$ cat src/rtl/core/polar_gaussian_sampler_macros.svh
// Assertion macros used by the sampler's back end.
`ifndef POLAR_GAUSSIAN_SAMPLER_MACROS_SVH
`define POLAR_GAUSSIAN_SAMPLER_MACROS_SVH

// Same-cycle implication, disabled while reset is active.
`define PGS_ASSERT_IMP(lbl, clk, rstn, ante, cons) \
	lbl: assert property (@(posedge clk) disable iff (!(rstn)) (ante) |-> (cons)) \
		else $error("same-cycle implication failed");

// Next-cycle implication, disabled while reset is active.
`define PGS_ASSERT_NXT(lbl, clk, rstn, ante, cons) \
	lbl: assert property (@(posedge clk) disable iff (!(rstn)) (ante) |=> (cons)) \
		else $error("next-cycle implication failed");

`endif

$ cat src/rtl/core/pgs_pkg.sv
`default_nettype none
package pgs_pkg;

	// Fixed field widths and queue depth of the sampler.
	localparam int UNIFORM_BITS  = 16;
	localparam int FRACTION_BITS = 16;
	localparam int LOG_BITS      = 24;
	localparam int DIFF_W        = UNIFORM_BITS + 1;
	localparam int FIFO_DEPTH    = 4;
	localparam int FIFO_AW       = $clog2(FIFO_DEPTH);

	// Low part of round(2 ln2 * 2^32); the high part is exactly 2^32.
	localparam logic [30:0] TWO_LN2_LOW = 31'd1659121648;

	// Configuration register indexes.
	localparam logic [7:0] REG_MEAN  = 8'd0;
	localparam logic [7:0] REG_SCALE = 8'd1;

	// One accepted pair: centered uniforms and s in Q0.32.
	typedef struct packed {
		logic signed [DIFF_W-1:0] d1;
		logic signed [DIFF_W-1:0] d2;
		logic [31:0]              s32;
	} pair_t;

	// Queue status seen by both sides.
	typedef struct packed {
		logic full;
		logic empty;
	} fifo_stat_t;

	// Back-end sequencer states.
	typedef enum logic [3:0] {
		B_IDLE,
		B_LOG,
		B_NLOG,
		B_NLSUM,
		B_DIV,
		B_ROOTPREP,
		B_SQRT,
		B_MAG,
		B_SCALE,
		B_SUM,
		B_OUT
	} back_state_t;

endpackage
`default_nettype wire

$ cat src/rtl/core/pgs_fifo.sv
`default_nettype none
module pgs_fifo (
	input  wire logic                clk,
	input  wire logic                arst_n,
	input  wire logic                push,
	input  wire pgs_pkg::pair_t      wr_pair,
	input  wire logic                pop,
	output pgs_pkg::pair_t           rd_pair,
	output pgs_pkg::fifo_stat_t      stat
);

	pgs_pkg::pair_t mem_q [pgs_pkg::FIFO_DEPTH];
	logic [pgs_pkg::FIFO_AW-1:0] wptr_q, rptr_q;
	logic [pgs_pkg::FIFO_AW:0]   count_q;

	// Pointers and fill count.
	always_ff @(posedge clk or negedge arst_n) begin
		if (!arst_n) begin
			wptr_q <= '0;
			rptr_q <= '0;
			count_q <= '0;
		end else begin
			if (push) wptr_q <= wptr_q + 1'b1;
			if (pop) rptr_q <= rptr_q + 1'b1;
			if (push && !pop) count_q <= count_q + 1'b1;
			else if (pop && !push) count_q <= count_q - 1'b1;
		end
	end

	// Storage.
	always_ff @(posedge clk) begin
		if (push) mem_q[wptr_q] <= wr_pair;
	end

	assign rd_pair = mem_q[rptr_q];
	assign stat.full = (count_q == (pgs_pkg::FIFO_AW+1)'(pgs_pkg::FIFO_DEPTH));
	assign stat.empty = (count_q == '0);

endmodule
`default_nettype wire

$ cat config.mk
export PLATFORM = sky130hd
export DESIGN_NAME = pgs_fifo
export DESIGN_NICKNAME = d
export VERILOG_FILES = /design/src/rtl/core/polar_gaussian_sampler_macros.svh /design/src/rtl/core/pgs_pkg.sv /design/src/rtl/core/pgs_fifo.sv
export SDC_FILE = /design/constraint.sdc
export NUM_CORES = 1
export LEC_CHECK = 0
export BUFFER_PORTS_ARGS = -buffer_cell sky130_fd_sc_hd__buf_4
export CAP_MARGIN = 20
export CORE_MARGIN = 4
export CORE_UTILIZATION = 35
export DETAILED_ROUTE_END_ITERATION = 10
export PLACE_DENSITY = 0.55
export SLEW_MARGIN = 20
export SYNTH_ARGS = -nofsm -noshare
export SYNTH_HDL_FRONTEND = slang
export SYNTH_SLANG_ARGS = --single-unit
$ cat constraint.sdc
create_clock -name clk -period 3.8 [get_ports clk]
set_clock_uncertainty 0.1 [all_clocks]
set_input_delay 0.19 -clock clk [delete_from_list [all_inputs] [get_ports clk]]
set_output_delay 0.19 -clock clk [all_outputs]
set_load 0.05 [all_outputs]
# ---- Yosys cells after proc, flatten, opt, wreduce, memory -nomap -nowiden
# Memories as Yosys holds them, arrays and structs flattened.
# Index checks and enable logic that the tools add are counted.
dict set report totals {
  ff_bits 7
  mem_bits_rw 264
  in_bits 70
  out_inout_bits 68
  elab_cells 19
  n_memories 1
}
# memory depth word_bits read_ports rd_ports_with_merged_regs write_ports line
set mem_list {}
lappend mem_list {mem_q 4 66 1 0 1 pgs_fifo.sv:12} ;# pgs_pkg::pair_t mem_q [pgs_pkg::FIFO_DEPTH];
dict set report classes {
  addsub 4
  eq_ne 1
  mux 4
  reduce_logical 6
}
# cell n
set op_table {}
lappend op_table {{$mux W3} 2}
lappend op_table {{$add A2 B1 Y2 const B} 2}
lappend op_table {{$add A3 B1 Y3 const B} 1}
lappend op_table {{$eq A3 B3 Y1 const B} 1}
lappend op_table {{$logic_not A3 Y1} 1}
lappend op_table {{$sub A3 B1 Y3 const B} 1}
lappend op_table {{$logic_and A1 B1 Y1} 2}
lappend op_table {{$logic_not A1 Y1} 2}
lappend op_table {{$mux W1} 2}
lappend op_table {{$reduce_bool A2 Y1} 1}

# ---- Depth between registers and ports, before layout
dict set report depth {
  depth_word 4
  ltp_mapped 7
  mapped_depth_nobuf 7
}

# ---- Worst setup path before layout
# OpenSTA, ideal clock, no wires.
dict set report synth_timing {
  path_kind {reg2reg}
  start {reg wptr_q[0] in the netlist's numbering}
  end {mem mem_q[2][0] in the netlist's numbering, enable pin}
  setup_time_ps 431
  t_arrival_ps 2165
  required_time_ps 3269
  setup_slack_ps 1103
  stages_incl_launch_ff 4
  path_buffers 0
  synth_period_minus_slack_ps 2697
  cell_sequence {dfrtp_1 > inv_1 > ha_1 > and2_1}
}
# item line
set synth_lines {}
lappend synth_lines {{start, declared} pgs_fifo.sv:13} ;# logic [pgs_pkg::FIFO_AW-1:0] wptr_q, rptr_q;
lappend synth_lines {{start signal, assigned} pgs_fifo.sv:23} ;# if (push) wptr_q <= wptr_q + 1'b1;
lappend synth_lines {{end, declared} pgs_fifo.sv:12}
# Straight into the memory's write port.

==> metrics.txt <==
# TYPE chip_impl_metric gauge
chip_impl_metric{name="gpl.final_weighted_congestion",unit=""} 0.698
chip_impl_metric{name="filler_cell_count",unit=""} 2320
chip_impl_metric{name="numCtsBuffers",unit=""} 27
chip_impl_metric{name="dieHeight",unit="µm"} 176
chip_impl_metric{name="reg2reg_depth",unit=""} 3
chip_impl_metric{name="chipWidth",unit="µm"} 176
chip_impl_metric{name="cts_setup_buffers",unit=""} 0
chip_impl_metric{name="max-clock-path-buffers",unit=""} 3
chip_impl_metric{name="cts_max_level",unit=""} 1
chip_impl_info{name="most-common-layout-cells",value="264 x sky130_fd_sc_hd__edfxtp_1, 138 x sky130_fd_sc_hd__buf_4, 70 x sky130_fd_sc_hd__dlygate4sd3_1, 66 x sky130_fd_sc_hd__mux4_2, 27 x sky130_fd_sc_hd__clkbuf_16"} 1
chip_impl_metric{name="antenna_found_initial",unit=""} 0
chip_impl_info{name="worst_setup_path_start_kind",value="flip-flop"} 1
chip_impl_metric{name="critical_path_arrival",unit="ps"} 2350
chip_impl_metric{name="synth_fp_nets",unit=""} 455
chip_impl_metric{name="ys_async_sr_fraction",unit="%"} 2.58
chip_impl_metric{name="yosys_synthesis_warning_count",unit=""} 0
chip_impl_metric{name="cts.sink_count",unit=""} 271
chip_impl_metric{name="grt_pass1_vias",unit=""} 5216
chip_impl_metric{name="layout-area-overhead-vs-synth",unit="%"} 30.4
chip_impl_metric{name="final-max-slew-violation-count",unit=""} 0
chip_impl_info{name="critical_setup_path_class",value="reg -> out"} 1
chip_impl_metric{name="place.detailed.hpwl",unit="mm"} 10.3
chip_impl_info{name="reg2reg_start",value="wptr_q[0]"} 1
chip_impl_metric{name="tns",unit="ps"} 0
chip_impl_metric{name="drt-initial-drc-count",unit=""} 270
chip_impl_metric{name="synth_enable_flop_cells",unit=""} 264
chip_impl_metric{name="numnets_final",unit=""} 679
chip_impl_metric{name="count_of_distinct_cell_types_in_the_synthesized_netlist",unit=""} 20
chip_impl_metric{name="mean_post_synth_cell_area",unit="µm²"} 26.2
chip_impl_metric{name="numPortBuffers",unit=""} 137
chip_impl_metric{name="detail_route.wirelength",unit="mm"} 18.7
chip_impl_metric{name="final.period_utilization",unit="%"} 69.4
chip_impl_metric{name="worst_ep_required_time",unit="ps"} 3510
chip_impl_metric{name="antennaDiodeCount",unit=""} 0
chip_impl_info{name="hold_path_class",value="in -> reg"} 1
chip_impl_metric{name="grt_remaining_overflow",unit=""} 0
chip_impl_metric{name="worst_hold_path.num_cells",unit=""} 3
chip_impl_metric{name="placedInstanceArea",unit="µm²"} 11400
chip_impl_info{name="cp-end-kind",value="primary output"} 1
chip_impl_metric{name="grt_first_pass_wirelength",unit="mm"} 29.4
chip_impl_metric{name="drcViolationCount",unit=""} 0
chip_impl_info{name="unrepaired_setup_endpoints_after_global_routing",value="no"} 1
chip_impl_metric{name="max_slew_margin",unit="%"} 28.0
chip_impl_metric{name="clkSlewWorstSetupHoldPaths",unit="ps"} 60
chip_impl_metric{name="grt_usage",unit="%"} 12.0
chip_impl_metric{name="hold-worst-slack",unit="ps"} 304
chip_impl_metric{name="max_freq",unit="MHz"} 379
chip_impl_info{name="holdPathEnd",value="rptr_q[0]"} 1
chip_impl_metric{name="postRouteAntennaNets",unit=""} 0
chip_impl_metric{name="fin_area",unit="µm²"} 13000
chip_impl_metric{name="worst_slew_pin_slew",unit="ps"} 1080
chip_impl_metric{name="post_drt_via_cell_ratio",unit=""} 4.64
chip_impl_info{name="status",value="complete, no violations"} 1
chip_impl_info{name="cts_root_buf",value="sky130_fd_sc_hd__clkbuf_16"} 1
chip_impl_metric{name="finalWorstPathRequiredPeriod",unit="ps"} 2640
chip_impl_metric{name="design.portCount",unit=""} 138
chip_impl_metric{name="peak_supply_drop",unit="mV"} 0.632
chip_impl_info{name="ys.flop_type",value="sky130_fd_sc_hd__edfxtp_1"} 1
chip_impl_metric{name="largest_net_degree_at_the_start_of_global_routing",unit=""} 68
chip_impl_metric{name="worst_skew_pair_later_pin_latency",unit="ps"} 520
chip_impl_metric{name="drive_gt1_share",unit="%"} 41.1
chip_impl_metric{name="die_area",unit="µm²"} 31200
chip_impl_metric{name="std_cell_rows",unit=""} 61
chip_impl_metric{name="final.setup.worst_slack",unit="ps"} 1160
chip_impl_metric{name="timing.reg2reg.setup_slack",unit="ps"} 1760
chip_impl_metric{name="postLayoutCoreUtil",unit="%"} 46.5
chip_impl_info{name="layout.cells.most_common",value="sky130_fd_sc_hd__edfxtp_1"} 1
chip_impl_metric{name="starting_density_of_the_core",unit="%"} 35.7
chip_impl_metric{name="drt_first_pass_iters",unit=""} 4
chip_impl_info{name="min-delay-start",value="pop"} 1
chip_impl_metric{name="routed_wirelength_normalized_by_instance_count",unit="µm"} 18.7
chip_impl_metric{name="mappedNetlistArea",unit="µm²"} 9940
chip_impl_metric{name="critical_path.max_fanout",unit=""} 67
chip_impl_metric{name="placement.setup.worst_slack",unit="ps"} 1660
chip_impl_metric{name="ys_ff_latch",unit=""} 271
chip_impl_metric{name="multi_input_comb_area",unit="µm²"} 1700
chip_impl_metric{name="netlist_instances",unit=""} 379
chip_impl_metric{name="seqCellArea",unit="µm²"} 8110
chip_impl_metric{name="core_area",unit="µm²"} 27900
chip_impl_metric{name="timing.final.hold_violations",unit=""} 0
chip_impl_metric{name="cellLeakagePower",unit="nW"} 4.44
chip_impl_metric{name="sequential_share_of_the_synthesized_area",unit="%"} 81.5
chip_impl_metric{name="finalSetupViolCount",unit=""} 0
chip_impl_metric{name="dr_total_vias",unit=""} 4643
chip_impl_metric{name="max_cap_violation_count",unit=""} 0
chip_impl_info{name="tritoncts",value="done"} 1
chip_impl_metric{name="power_density",unit="nW/µm²"} 852
chip_impl_info{name="regToRegEndpoint",value="mem_q[2][43]"} 1
[through the flow]
stage / total power [mW] / cells
floorplan: 7.36 / 379
global placement: 8.51 / 881
detailed placement: 8.55 / 881
CTS: 11.2 / 1000
global route: 11.6 / 1001
finish: 11.0 / 1001
[power breakdown]
group,switching (mW),internal (mW)
logic,2.68,1.52
registers,0.336,3.92
clock network,1.06,1.53
total,4.07,6.97
[layout make-up]
class	count	area share, %
clock buffer	32	5.44
clock inverter	17	1.32
multi-input combinational	89	13.1
sequential	271	62.6
timing repair buffer	210	13.8
inverter	4	0.116
tap	378	3.65
[worst max-delay path by stage]
stage,end,startpoint,cells past startpoint,slack (ps)
after floorplan,mem_q[2][0],wptr_q[0],3,1100
after global placement,rd_pair[42],rptr_q[0],3,1670
after detailed placement,rd_pair[42],rptr_q[0],3,1660
after CTS,rd_pair[56],rptr_q[1],2,1090
after global routing,rd_pair[59],rptr_q[0],3,1010
final,rd_pair[56],rptr_q[1],2,1160
[registers in the layout, indices dropped and copies added, names as in the netlist]
register,flops
rptr_q,2
wptr_q,2
mem_q,264
count_q,3
[synth_stat cells, drive strengths merged (2+ instances only)]
cell | number | area share [%]
dfrtp | 7 | 1.8
and2 | 4 | 0.25
xnor2 | 2 | 0.18
mux4 | 66 | 15
edfxtp | 264 | 80
xor2 | 4 | 0.35
nand2 | 2 | 0.076
ha | 5 | 0.63
buf | 15 | 1.3
inv | 4 | 0.15
[per-layer routing]
metal / GRT usage (%) / routed length (µm) / up-vias
met4: 2.97 / 374 / 0
met2: 20.3 / 9350 / 132
met5: 0 / 0 / -
met3: 2.81 / 1160 / 32
li1: - / - / 2065
met1: 15.9 / 7810 / 2414
[critical path, cell delays in order, from the launching register on]
cell and delay (ps):
sky130_fd_sc_hd__dfrtp_4 1140, sky130_fd_sc_hd__mux4_2 460, sky130_fd_sc_hd__buf_4 220
[cells by family after synthesis]
logic type      Yosys count  synth area share (%)
flops                   271                  81.5
simple gates              9                 0.491
fa+ha+maj                 6                 0.831
mux                      67                  15.1
buf+inv                  19                  1.49
xor+xnor                  6                 0.529
compound gates            1                0.0503
[timing repair]
action                    CTS  global route
hold endpoints to repair  275             0
hold buffers               70             0
resized for setup           0             0
(Power assumes the default switching activity.)
